==> config.mk <==
export PLATFORM = sky130hd
export DESIGN_NAME = weighted_log_orbit_sum
export DESIGN_NICKNAME = d
export VERILOG_FILES = /design/src/hdl/wlos_pkg.sv /design/src/hdl/weighted_log_orbit_sum.sv /design/src/hdl/wlos_front.sv /design/src/hdl/wlos_fifo.sv /design/src/hdl/wlos_back.sv
export SDC_FILE = /design/constraint.sdc
export NUM_CORES = 2
export LEC_CHECK = 0
export BUFFER_PORTS_ARGS = -buffer_cell sky130_fd_sc_hd__buf_2
export CAP_MARGIN = 15
export CORE_AREA = 4 4 330 332
export CTS_CLUSTER_DIAMETER = 80
export DETAILED_ROUTE_END_ITERATION = 8
export DIE_AREA = 0 0 334 336
export PLACE_DENSITY = 0.74
export SETUP_SLACK_MARGIN = 0.05
export SYNTH_ARGS = -nofsm -noshare
export SYNTH_HDL_FRONTEND = slang
export SYNTH_SLANG_ARGS = --single-unit
==> constraint.sdc <==
create_clock -name clk -period 14.55 [get_ports clk]
set_input_delay 0.7275 -clock clk [delete_from_list [all_inputs] [get_ports clk]]
set_output_delay 0.7275 -clock clk [all_outputs]
set_load 0.005 [all_outputs]
==> src/hdl/wlos_pkg.sv <==
package wlos_pkg;

	// Defaults of the top-level parameters.
	localparam int NUM_WEIGHTS_DEF = 68;
	localparam int COUNT_BITS_DEF  = 31;
	localparam int FRAC_BITS_DEF   = 16;

	// Fixed widths of the record counters and the running sum.
	localparam int POS_W   = 7;
	localparam int ACC_W   = 27;
	localparam logic [POS_W-1:0] POS_MAX        = 7'd127;
	localparam logic [POS_W-1:0] EXPECTED_RESET = 7'd68;
	localparam logic [ACC_W-1:0] ACC_MAX        = 27'd134217727;

	// Weights are unsigned Q1.16.
	localparam int WEIGHT_W    = 17;
	localparam int WEIGHT_FRAC = 16;

	// The log mantissa is held in Q1.30.
	localparam int MANT_W = 31;

	// ln(2) scaled by 2^32, rounded to nearest.
	localparam int LN2_W = 32;
	localparam logic [LN2_W-1:0] LN2_Q32 = 32'd2977044472;

	// Depth of the queue between the front and the back.
	localparam int QUEUE_DEPTH = 2;

	// Orbit sizes for orbits 1 to 68 (orbit 0 is skipped).
	localparam int ORBIT_ROM_LEN = 68;
	localparam logic [2:0] ORBIT_SIZE_ROM [ORBIT_ROM_LEN] = '{
		3'd2, 3'd2, 3'd3, 3'd3, 3'd3, 3'd3, 3'd3, 3'd3, 3'd4, 3'd4,
		3'd3, 3'd3, 3'd4, 3'd5, 3'd4, 3'd5, 3'd5, 3'd4, 3'd5, 3'd6,
		3'd6, 3'd4, 3'd5, 3'd6, 3'd4, 3'd5, 3'd6, 3'd4, 3'd5, 3'd5,
		3'd5, 3'd6, 3'd5, 3'd6, 3'd6, 3'd7, 3'd4, 3'd6, 3'd5, 3'd6,
		3'd5, 3'd7, 3'd5, 3'd5, 3'd6, 3'd7, 3'd6, 3'd6, 3'd4, 3'd4,
		3'd6, 3'd5, 3'd7, 3'd7, 3'd7, 3'd6, 3'd5, 3'd7, 3'd5, 3'd6,
		3'd7, 3'd5, 3'd5, 3'd6, 3'd6, 3'd6, 3'd6, 3'd4
	};

	// Weight 1 - ln(s)/ln(68) in Q1.16, indexed by orbit size s.
	localparam logic [WEIGHT_W-1:0] WEIGHT_BY_SIZE [8] = '{
		17'd0, 17'd65536, 17'd54770, 17'd48473,
		17'd44005, 17'd40539, 17'd37707, 17'd35313
	};

	// Control information that travels with each log value to the back.
	typedef struct packed {
		logic [WEIGHT_W-1:0] weight;
		logic                last;
		logic [POS_W-1:0]    seen;
	} ctl_t;

	// Width of the normalising word: the incremented count, at least the mantissa.
	function automatic int norm_width(input int count_bits);
		return (count_bits + 1 > MANT_W) ? count_bits + 1 : MANT_W;
	endfunction

	// Width of the log value: exponent bits and fraction bits.
	function automatic int ln_width(input int count_bits, input int frac_bits);
		return $clog2(norm_width(count_bits)) + frac_bits;
	endfunction

	// Weight of a record position, zero beyond the end of the orbit table.
	function automatic logic [WEIGHT_W-1:0] orbit_weight(input logic [POS_W-1:0] k);
		logic [WEIGHT_W-1:0] w;
		w = '0;
		if (k < POS_W'(ORBIT_ROM_LEN)) begin
			w = WEIGHT_BY_SIZE[ORBIT_SIZE_ROM[k]];
		end
		return w;
	endfunction

endpackage

==> src/hdl/weighted_log_orbit_sum.sv <==
// Weighted log sum over one record of edge orbit counts.
// Input channel: orbit_count and last are offered with push and taken at a clock
// edge where push is high and full is low; last closes the record.
// Result channel: while empty is low, weighted_sum (unsigned Q11.16, saturated),
// record_ok and counts_seen show the oldest result; pop takes it.
// Configuration: cfg_we writes cfg_wdata into the expected record length at once.
// Each count occupies the log unit for a binary leading-zero search, one mantissa
// squaring a cycle on the 31 by 31 bit multiplier, and the ln scaling; full is high
// meanwhile. A two-entry queue lets the accumulating back end run on its own; a
// result appears once the log value of the closing count has passed from the queue
// through stage one into the result register.
// When the receiver stalls, the result waits in its register and the front end keeps
// taking counts until the queue is full.
// Reset clears the record position, the sum, the queue and the result register and
// sets the expected length to 68.
module weighted_log_orbit_sum #(
	parameter int NUM_WEIGHTS = wlos_pkg::NUM_WEIGHTS_DEF,
	parameter int COUNT_BITS  = wlos_pkg::COUNT_BITS_DEF,
	parameter int FRAC_BITS   = wlos_pkg::FRAC_BITS_DEF
) (
	input  logic                           clk,
	input  logic                           arst_n,
	input  logic                           push,
	output logic                           full,
	input  logic [COUNT_BITS-1:0]          orbit_count,
	input  logic                           last,
	output logic                           empty,
	input  logic                           pop,
	output logic [wlos_pkg::ACC_W-1:0]     weighted_sum,
	output logic                           record_ok,
	output logic [wlos_pkg::POS_W-1:0]     counts_seen,
	input  logic                           cfg_we,
	input  logic [wlos_pkg::POS_W-1:0]     cfg_wdata
);

	localparam int LNW = wlos_pkg::ln_width(COUNT_BITS, FRAC_BITS);
	localparam int CTW = $bits(wlos_pkg::ctl_t);
	localparam int QW  = CTW + LNW;

	logic [wlos_pkg::POS_W-1:0] expected_count_q;

	logic           fq_push;
	logic           fq_full;
	wlos_pkg::ctl_t fq_ctl;
	logic [LNW-1:0] fq_ln;
	logic           bq_pop;
	logic           bq_empty;
	logic [QW-1:0]  bq_data;
	wlos_pkg::ctl_t bq_ctl;
	logic [LNW-1:0] bq_ln;

	// Expected record length register.
	always_ff @(posedge clk or negedge arst_n) begin
		if (!arst_n) begin
			expected_count_q <= wlos_pkg::EXPECTED_RESET;
		end else if (cfg_we) begin
			expected_count_q <= cfg_wdata;
		end
	end

	assign bq_ctl = wlos_pkg::ctl_t'(bq_data[QW-1:LNW]);
	assign bq_ln  = bq_data[LNW-1:0];

	wlos_front #(
		.NUM_WEIGHTS (NUM_WEIGHTS),
		.COUNT_BITS  (COUNT_BITS),
		.FRAC_BITS   (FRAC_BITS)
	) u_front (
		.clk         (clk),
		.arst_n      (arst_n),
		.push        (push),
		.full        (full),
		.orbit_count (orbit_count),
		.last        (last),
		.q_push      (fq_push),
		.q_full      (fq_full),
		.q_ctl       (fq_ctl),
		.q_ln        (fq_ln)
	);

	wlos_fifo #(
		.WIDTH (QW),
		.DEPTH (wlos_pkg::QUEUE_DEPTH)
	) u_fifo (
		.clk    (clk),
		.arst_n (arst_n),
		.push   (fq_push),
		.full   (fq_full),
		.wdata  ({fq_ctl, fq_ln}),
		.pop    (bq_pop),
		.empty  (bq_empty),
		.rdata  (bq_data)
	);

	wlos_back #(
		.LNW (LNW)
	) u_back (
		.clk            (clk),
		.arst_n         (arst_n),
		.q_empty        (bq_empty),
		.q_pop          (bq_pop),
		.q_ctl          (bq_ctl),
		.q_ln           (bq_ln),
		.expected_count (expected_count_q),
		.empty          (empty),
		.pop            (pop),
		.weighted_sum   (weighted_sum),
		.record_ok      (record_ok),
		.counts_seen    (counts_seen)
	);

endmodule

==> src/hdl/wlos_front.sv <==
module wlos_front #(
	parameter int NUM_WEIGHTS = wlos_pkg::NUM_WEIGHTS_DEF,
	parameter int COUNT_BITS  = wlos_pkg::COUNT_BITS_DEF,
	parameter int FRAC_BITS   = wlos_pkg::FRAC_BITS_DEF,
	localparam int LNW        = wlos_pkg::ln_width(COUNT_BITS, FRAC_BITS)
) (
	input  logic                  clk,
	input  logic                  arst_n,
	input  logic                  push,
	output logic                  full,
	input  logic [COUNT_BITS-1:0] orbit_count,
	input  logic                  last,
	output logic                  q_push,
	input  logic                  q_full,
	output wlos_pkg::ctl_t        q_ctl,
	output logic [LNW-1:0]        q_ln
);

	localparam int NW   = wlos_pkg::norm_width(COUNT_BITS);
	localparam int SW   = $clog2(NW);
	localparam int MW   = wlos_pkg::MANT_W;
	localparam int CMAX = (SW > FRAC_BITS) ? SW : FRAC_BITS;
	localparam int CW   = $clog2(CMAX + 1);
	localparam int PW   = LNW + wlos_pkg::LN2_W;
	localparam int PSW  = wlos_pkg::POS_W;

	typedef enum logic [3:0] {
		ST_IDLE   = 4'b0001,
		ST_NORM   = 4'b0010,
		ST_SQUARE = 4'b0100,
		ST_DONE   = 4'b1000
	} fst_t;

	fst_t                 state_q;
	logic [PSW-1:0]       pos_q;
	logic [CW-1:0]        cnt_q;
	wlos_pkg::ctl_t       ctl_q;
	logic [NW-1:0]        norm_q;
	logic [SW-1:0]        shift_q;
	logic [SW-1:0]        e_q;
	logic [MW-1:0]        m_q;
	logic [FRAC_BITS-1:0] frac_q;

	logic [COUNT_BITS:0]              count_p1;
	logic [PSW-1:0]                   pos_nx;
	logic [wlos_pkg::WEIGHT_W-1:0]    weight;
	logic [SW-1:0]                    amt;
	logic [NW-1:0]                    top_mask;
	logic                             take;
	logic [NW-1:0]                    norm_nx;
	logic [SW-1:0]                    shift_nx;
	logic [SW-1:0]                    e_nx;
	logic [2*MW-1:0]                  sq;
	logic [MW:0]                      sq_hi;
	logic [MW-1:0]                    m_nx;
	logic [PW-1:0]                    prod;

	// Handshake: a new transaction is taken only while the log unit is free.
	assign full   = (state_q != ST_IDLE);
	assign q_push = (state_q == ST_DONE);
	assign q_ctl  = ctl_q;

	// Classification of the incoming count: position, weight and operand.
	always_comb begin
		count_p1 = {1'b0, orbit_count} + (COUNT_BITS + 1)'(1);
		pos_nx   = (pos_q == wlos_pkg::POS_MAX) ? pos_q : pos_q + PSW'(1);
		weight   = '0;
		if ({1'b0, pos_q} < (PSW + 1)'(NUM_WEIGHTS)) begin
			weight = wlos_pkg::orbit_weight(pos_q);
		end
	end

	// One step of the leading-zero search, halving the shift each cycle.
	always_comb begin
		amt      = SW'(1) << cnt_q;
		top_mask = ~({NW{1'b1}} >> amt);
		take     = ((norm_q & top_mask) == '0);
		norm_nx  = take ? (norm_q << amt) : norm_q;
		shift_nx = take ? (shift_q + amt) : shift_q;
		e_nx     = SW'(NW - 1) - shift_nx;
	end

	// One squaring of the mantissa yields one fraction bit of log2.
	always_comb begin
		sq    = (2*MW)'(m_q) * (2*MW)'(m_q);
		sq_hi = sq[2*MW-1:MW-1];
		m_nx  = sq_hi[MW] ? sq_hi[MW:1] : sq_hi[MW-1:0];
	end

	// Conversion of log2 to ln; the queue entry registers the product.
	always_comb begin
		prod = PW'({e_q, frac_q}) * PW'(wlos_pkg::LN2_Q32);
		q_ln = prod[PW-1:wlos_pkg::LN2_W];
	end

	// Sequencer and record position.
	always_ff @(posedge clk or negedge arst_n) begin
		if (!arst_n) begin
			state_q <= ST_IDLE;
			pos_q   <= '0;
			cnt_q   <= '0;
		end else begin
			case (state_q)
				ST_IDLE: begin
					if (push) begin
						pos_q   <= last ? '0 : pos_nx;
						cnt_q   <= CW'(SW - 1);
						state_q <= ST_NORM;
					end
				end
				ST_NORM: begin
					if (cnt_q == '0) begin
						cnt_q   <= CW'(FRAC_BITS - 1);
						state_q <= ST_SQUARE;
					end else begin
						cnt_q <= cnt_q - CW'(1);
					end
				end
				ST_SQUARE: begin
					if (cnt_q == '0) begin
						state_q <= ST_DONE;
					end else begin
						cnt_q <= cnt_q - CW'(1);
					end
				end
				ST_DONE: begin
					if (!q_full) begin
						state_q <= ST_IDLE;
					end
				end
				default: begin
					state_q <= ST_IDLE;
				end
			endcase
		end
	end

	// Datapath registers of the log unit.
	always_ff @(posedge clk) begin
		case (state_q)
			ST_IDLE: begin
				if (push) begin
					norm_q      <= NW'(count_p1);
					shift_q     <= '0;
					ctl_q.weight <= weight;
					ctl_q.last   <= last;
					ctl_q.seen   <= pos_nx;
				end
			end
			ST_NORM: begin
				norm_q  <= norm_nx;
				shift_q <= shift_nx;
				if (cnt_q == '0) begin
					m_q    <= norm_nx[NW-1 -: MW];
					e_q    <= e_nx;
					frac_q <= '0;
				end
			end
			ST_SQUARE: begin
				m_q    <= m_nx;
				frac_q <= {frac_q[FRAC_BITS-2:0], sq_hi[MW]};
			end
			default: begin
			end
		endcase
	end

endmodule

==> src/hdl/wlos_fifo.sv <==
module wlos_fifo #(
	parameter int WIDTH = 8,
	parameter int DEPTH = wlos_pkg::QUEUE_DEPTH
) (
	input  logic             clk,
	input  logic             arst_n,
	input  logic             push,
	output logic             full,
	input  logic [WIDTH-1:0] wdata,
	input  logic             pop,
	output logic             empty,
	output logic [WIDTH-1:0] rdata
);

	localparam int AW = (DEPTH > 1) ? $clog2(DEPTH) : 1;

	logic [WIDTH-1:0] mem_q [DEPTH];
	logic [AW-1:0]    wr_ptr_q;
	logic [AW-1:0]    rd_ptr_q;
	logic [AW:0]      fill_q;
	logic             do_push;
	logic             do_pop;

	assign full    = (fill_q == (AW + 1)'(DEPTH));
	assign empty   = (fill_q == '0);
	assign do_push = push && !full;
	assign do_pop  = pop && !empty;
	assign rdata   = mem_q[rd_ptr_q];

	// Pointers and fill level.
	always_ff @(posedge clk or negedge arst_n) begin
		if (!arst_n) begin
			wr_ptr_q <= '0;
			rd_ptr_q <= '0;
			fill_q   <= '0;
		end else begin
			if (do_push) begin
				wr_ptr_q <= (wr_ptr_q == AW'(DEPTH - 1)) ? '0 : wr_ptr_q + AW'(1);
			end
			if (do_pop) begin
				rd_ptr_q <= (rd_ptr_q == AW'(DEPTH - 1)) ? '0 : rd_ptr_q + AW'(1);
			end
			if (do_push && !do_pop) begin
				fill_q <= fill_q + (AW + 1)'(1);
			end else if (do_pop && !do_push) begin
				fill_q <= fill_q - (AW + 1)'(1);
			end
		end
	end

	// Storage.
	always_ff @(posedge clk) begin
		if (do_push) begin
			mem_q[wr_ptr_q] <= wdata;
		end
	end

endmodule

==> src/hdl/wlos_back.sv <==
module wlos_back #(
	parameter int LNW = 21
) (
	input  logic                           clk,
	input  logic                           arst_n,
	input  logic                           q_empty,
	output logic                           q_pop,
	input  wlos_pkg::ctl_t                 q_ctl,
	input  logic [LNW-1:0]                 q_ln,
	input  logic [wlos_pkg::POS_W-1:0]     expected_count,
	output logic                           empty,
	input  logic                           pop,
	output logic [wlos_pkg::ACC_W-1:0]     weighted_sum,
	output logic                           record_ok,
	output logic [wlos_pkg::POS_W-1:0]     counts_seen
);

	localparam int AW   = wlos_pkg::ACC_W;
	localparam int PSW  = wlos_pkg::POS_W;
	localparam int MPW  = wlos_pkg::WEIGHT_W + LNW;
	localparam int SUMW = ((AW > LNW) ? AW : LNW) + 1;

	logic           v_s1;
	logic [LNW-1:0] term_s1;
	logic           last_s1;
	logic [PSW-1:0] seen_s1;

	logic [AW-1:0]  acc_q;
	logic           out_valid_q;
	logic [AW-1:0]  out_sum_q;
	logic           out_ok_q;
	logic [PSW-1:0] out_seen_q;

	logic [MPW-1:0]  wprod;
	logic [SUMW-1:0] sum;
	logic [AW-1:0]   sum_sat;
	logic            adv;

	assign empty        = !out_valid_q;
	assign weighted_sum = out_sum_q;
	assign record_ok    = out_ok_q;
	assign counts_seen  = out_seen_q;

	// Stage one moves on unless it closes a record and the result register holds a result that is not being taken.
	assign adv   = v_s1 && (!last_s1 || !out_valid_q || pop);
	assign q_pop = !q_empty && (!v_s1 || adv);

	// Weighted term and saturating sum.
	always_comb begin
		wprod   = MPW'(q_ctl.weight) * MPW'(q_ln);
		sum     = SUMW'(acc_q) + SUMW'(term_s1);
		sum_sat = (sum > SUMW'(wlos_pkg::ACC_MAX)) ? wlos_pkg::ACC_MAX : sum[AW-1:0];
	end

	// Control state of the back end.
	always_ff @(posedge clk or negedge arst_n) begin
		if (!arst_n) begin
			v_s1        <= 1'b0;
			acc_q       <= '0;
			out_valid_q <= 1'b0;
		end else begin
			if (q_pop) begin
				v_s1 <= 1'b1;
			end else if (adv) begin
				v_s1 <= 1'b0;
			end
			if (adv) begin
				acc_q <= last_s1 ? '0 : sum_sat;
			end
			if (adv && last_s1) begin
				out_valid_q <= 1'b1;
			end else if (pop) begin
				out_valid_q <= 1'b0;
			end
		end
	end

	// Payload of stage one and of the result register.
	always_ff @(posedge clk) begin
		if (q_pop) begin
			term_s1 <= wprod[wlos_pkg::WEIGHT_FRAC +: LNW];
			last_s1 <= q_ctl.last;
			seen_s1 <= q_ctl.seen;
		end
		if (adv && last_s1) begin
			out_sum_q  <= sum_sat;
			out_ok_q   <= (seen_s1 == expected_count);
			out_seen_q <= seen_s1;
		end
	end

endmodule

* Word-level counts from Yosys, hierarchy flattened
Memories as Yosys holds them, arrays and structs flattened. A register that Yosys moved wholly into a read port is not among the register bits.
Index checks and enable logic that the tools add are counted.
** Storage, ports and cells
- Bits of input ports :: 44
- ROM bits :: 520
- Word-level logic and storage cells :: 136
- RAM bits :: 92
- Bits in registers :: 217
- Memories :: 3
** Cells by class
- Bitwise gates (word level) :: 4
- Multiplexer cells :: 36
- Shifts and indexed selects :: 3
- Add/sub/neg operators :: 10
- Reductions and logical operators :: 35
- Equal/unequal tests :: 14
- Magnitude comparators :: 4
- Multipliers :: 3
** Memory list
- (name not given) :: depth 128, bits a word 3, read ports 1, clocked after Yosys merged registers in 0, write ports 0, RTL line wlos_pkg.sv:69 : w = WEIGHT_BY_SIZE[ORBIT_SIZE_ROM[k]];
- (name not given) :: depth 8, bits a word 17, read ports 1, clocked after Yosys merged registers in 1, write ports 0, RTL line wlos_pkg.sv:69
- u_fifo.mem_q :: depth 2, bits a word 46, read ports 1, clocked after Yosys merged registers in 0, write ports 1, RTL line wlos_fifo.sv:17 : logic [WIDTH-1:0] mem_q [DEPTH];
** Operators with widths (count)
- 32-bit 2-to-1 mux :: 2
- 32-bit one-hot mux with 2 select lines :: 1
- 31-bit by 31-bit multiplier with 62-bit output :: 1
- 31-bit 2-to-1 mux :: 2
- 31-bit one-hot mux with 2 select lines :: 1
- 27-bit 2-to-1 mux :: 2
- 21-bit by 29-bit multiplier with 50-bit output (second input constant) :: 1
- 17-bit by 21-bit multiplier with 37-bit output :: 1
- 31-bit by 1-bit adder with 32-bit output (second input constant) :: 1
- 32-bit bitwise AND :: 1
- 32-bit zero test :: 1
- 32-bit inverter :: 1
- 16-bit one-hot mux with 2 select lines :: 1
- 32-bit by 5-bit << shifter with 32-bit output :: 1
- 32-bit by 5-bit >> shifter with 32-bit output (first input constant) :: 1
- 27-bit by 21-bit adder with 28-bit output :: 1
- 28-bit by 27-bit greater-than comparator with 1-bit output (second input constant) :: 1
- 5-bit 2-to-1 mux :: 5
- 16-bit 2-to-1 mux :: 1
- 4-bit 2-to-1 mux :: 4
- 4-bit one-hot mux with 4 select lines :: 1
- 5-bit one-hot mux with 3 select lines :: 1
- 7-bit less-than comparator (second input constant) :: 2
- 7-bit 2-to-1 mux :: 2
- other kinds (35) :: 73

* Depth between registers and ports, before layout
- Depth in word-level cells :: 10
- Gate-level depth with buffers :: 32
- Gate-level depth less buffers :: 28

* Modules after synthesis
A second synthesis with hierarchy kept.
** Second synthesis, totals
- Cells, all modules :: 6576
- Area, all modules :: 64005.1 um2
** By module, submodules not included
- wlos_front :: cells each 4740, area each 44552.7 um2, times used 1, seq. area each 3764.9 um2
- wlos_back :: cells each 1659, area each 15518.6 um2, times used 1, seq. area each 2647.5 um2
- wlos_fifo :: cells each 162, area each 3639.7 um2, times used 1, seq. area each 2862.7 um2
- weighted_log_orbit_sum :: cells each 15, area each 294.0 um2, times used 1, seq. area each 177.7 um2

* Least setup slack after synthesis
Ideal clock, no wire load.
- Kind :: register to register
- Start :: register u_front.m_q[9]
- End :: register u_front.m_q[26] (data pin)
- Stages on the path, launching flop included :: 29
- Required time :: 14289 ps
- Arrival :: 7552 ps
- Slack :: 6737 ps
- Path buffers :: 3
- Path through :: edfxtp_1 -> clkbuf_1 -> clkbuf_1 -> nand2_1 -> fa_1 -> fa_1 -> inv_1 -> fa_1 -> inv_1 -> fa_1 -> inv_1 -> fa_1 -> fa_1 -> fa_1 -> inv_1 -> fa_1 -> inv_1 -> ha_1 -> buf_2 -> nand4_1 -> nor3_1 -> nand4_1 -> o2111ai_1 -> o21ai_1 -> a2111oi_4 -> o21a_1 -> a21oi_1 -> xnor2_1 -> a311o_1
** On the way
- Longest elaborated chain between the ends :: 3
** Ends and longest elaborated chain
- from (decl) :: RTL line wlos_front.sv:41 : logic [MW-1:0] m_q;
- from (signal assigned) :: RTL line wlos_front.sv:154 : m_q <= norm_nx[NW-1 -: MW];
- from (signal assigned) :: RTL line wlos_front.sv:160 : m_q <= m_nx;
- 31-bit by 31-bit multiplier with 62-bit output :: RTL line wlos_front.sv:85 : sq = (2*MW)'(m_q) * (2*MW)'(m_q);
- 31-bit 2-to-1 mux :: RTL line wlos_front.sv:87 : m_nx = sq_hi[MW] ? sq_hi[MW:1] : sq_hi[MW-1:0];
- 31-bit one-hot mux with 2 select lines :: RTL line wlos_front.sv:140 : case (state_q)
No other way between the ends.
A chain may end at the register's enable or synchronous reset.

* Final worst setup path
- Start :: register u_front.m_q[23]
- End :: register u_front.m_q[23] (data pin)
The elaborated chain is that of the path after synthesis.

==> reports/metrics.yaml <==
worstMarginPinSlew_ns: 1.128
area_growth_pct: 4.866
via_per_inst: 5.656
fin_ws_ns: 5.456
clock-root-buffer: "clkbuf_16"
clk_latency_ns: 0.57
grt_util_all_layers_pct: 28.53
start_kind: "flop"
dpl_worst_slack_ns: 5.650
num_rows: 120
hp-class: "in2async"
finalNetCount: 8307
fin_area_um2: 66160
wl_um: 154100
cts_tree: "yes"
htree_levels: 2
die_y_um: 336
final.setup.tns_ns: 0
cp.arrival_ns: 9.39
avgSynthCellArea_um2: 9.869
synth-seq-area-share_pct: 14.79
postCtsSetupBuffers: 0
start_util_pct: 59.35
critPathKind: "reg2reg"
crit_path_end_kind: "flop"
cts.hold.buffers_added: 0
drc: 0
grt-ovfl-total: 0
grt_pass1_vias: 47500
dieArea_um2: 112200
grt_max_degree: 66
die-width_um: 334
synth-edff-count: 264
cpMostUsedCell: "fa_1"
routabilityCongestion: 0.9570
grt_pass1_wl_um: 252600
utilization_pct: 62.24
reg2reg_depth: 26
regArea_um2: 9336
synth_seq_cells: 320
ys_async_sr_fraction_pct: 17.50
numCtsBuffers: 35
cpPeakStageDelay_ns: 0.68
path_clk_slew_ns: 0.06
syn_inst: 6393
synth_cell_types: 99
crit_required_ns: 14.85
place_area_um2: 64930
final_hold_viol_count: 0
period_share_pct: 62.50
ioPinCount: 81
report.final.setup_viol: 0
ant_nets: 0
cts_resized: 0
relSlewSlack_pct: 24.77
worst-path-max-fanout: 28
portBuffers: 80
antenna_found_initial: 5
synth_area_um2: 63090
dr.pass1.iters: 6
cts_buffer_depth: 3
wire_per_inst_um: 19.74
fillers: 8734
outcome: "finished, final reports clean"
syn_nets: 8328
drive_gt1_share_pct: 5.173
synth_warnings: 0
cap_violations: 0
place_hpwl_um: 124200
drv_slew: 0
core_um2: 106300
cts_sinks: 320
mostFrequentLayoutCell: "inv_1"
rsz0062_at_grt: "no"
clock_skew_ns: 0.04289
first_iter_violations: 3522
fmax_ghz: 0.1100
final_cell_mix: "inv_1 (1577), fa_1 (1240), ha_1 (651)"
cp_slowest_cell: "xor2_4"
fin_crit_ns: 9.094
vias: 44140
ys.flop_type: "edfxtp_1"
multiInputGateArea_um2: 46990
[critical path: cells and delay by family (launching register included)]
kind                     cells  cell delay, ns
adder cells (fa/ha/maj)      9            4.26
AO/OA/AOI/OAI                6            1.49
buffers and inverters        6            0.98
AND/OR/NAND/NOR              2            0.69
XOR/XNOR                     1            0.68
multiplexers                 2            0.37
flip-flops                   1            0.33
[per-stage QoR]
stage	hold slack, ns	cells
finish	0.3189	7804
global route	0.3809	7802
CTS	0.3396	7801
detailed placement	0.4290	7737
global placement	0.4231	7737
floorplan	0.4215	6393
[metal layers]
layer / track usage [%] / part of all wire, % / routed length (um)
met4: 6.927 / 2.7 / 4143
met1: 40.53 / 42 / 65350
met2: 45.09 / 46 / 70250
met5: 0 / 0.0078 / 12
met3: 6.530 / 9.3 / 14310
[flip-flops by register name (all words and copies together), names as in the netlist]
signal	cells
u_front.pos_q	7
u_front.state_q	4
u_fifo.fill_q	2
u_fifo.mem_q	88
u_back.weighted_sum	27
u_back.counts_seen	7
u_back.last_s1	1
u_front.frac_q	16
u_back.out_valid_q	1
expected_count_q	7
u_fifo.wr_ptr_q	1
u_back.v_s1	1
u_back.term_s1	21
u_front.m_q	31
u_front.q_ctl	23
u_back.acc_q	27
u_fifo.rd_ptr_q	1
u_back.seen_s1	7
u_front.cnt_q	5
u_back.record_ok	1
u_front.shift_q	5
u_front.e_q	5
u_front.norm_q	32
[Yosys cell counts (41+ instances only)]
| cell type | instances | area share (%) |
|---|---|---|
| nor3_1 | 41 | 0.33 |
| inv_1 | 1577 | 9.4 |
| nand2_1 | 572 | 3.4 |
| xor2_1 | 61 | 0.85 |
| nand3_1 | 54 | 0.43 |
| mux2_2 | 54 | 0.96 |
| xnor2_1 | 110 | 1.5 |
| edfxtp_1 | 264 | 13 |
| clkbuf_1 | 167 | 0.99 |
| fa_1 | 1240 | 39 |
| a21o_1 | 62 | 0.74 |
| dfrtp_1 | 53 | 2.1 |
| ha_1 | 651 | 13 |
| and2_1 | 207 | 2.1 |
| nor2_1 | 361 | 2.1 |
| mux2i_1 | 79 | 1.3 |
| o21ai_0 | 111 | 0.88 |
| a21oi_1 | 205 | 1.6 |
[final cells by class]
class                      instances  area share, %
antenna                            2       0.007564
clock buffer                      39          1.411
clock inverter                    25         0.4104
inverter                        1580          8.964
multi-input combinational       4286          71.03
sequential                       320          14.11
tap                             1403          2.653
timing repair buffer             149          1.418
[cells by family (layout without fill, tap and decap cells)]
| logic type | after synthesis | in the layout | synth area share, % |
|---|---|---|---|
| adders and majority gates | 1891 | 1891 | 52.25 |
| buffers and inverters | 1787 | 1793 | 10.76 |
| and+or+nand+nor | 1411 | 1411 | 10.20 |
| AOI/OAI and AO/OA | 670 | 670 | 7.082 |
| DFF | 320 | 320 | 14.79 |
| xor gates and xnor gates | 173 | 173 | 2.443 |
| muxes | 140 | 140 | 2.467 |
| other | 1 | 3 | 0.005943 |
[path summary, 6_finish.rpt]
kind	from	endpoint	slack, ns
max	u_front.m_q[23]	u_front.m_q[23]	5.46
min	arst_n	u_back.acc_q[3]	0.32
max reg2reg	u_front.m_q[23]	u_front.m_q[23]	5.46
min reg2reg	u_front.q_ctl[14]	u_fifo.mem_q[0][44]	0.42
max in group asynchronous	arst_n	u_fifo.rd_ptr_q	13.59
min in group clk	cfg_wdata[5]	expected_count_q[5]	0.41
Power is not shown: default switching activity piles up to over one toggle a cycle in this logic, so the estimate is an artifact.
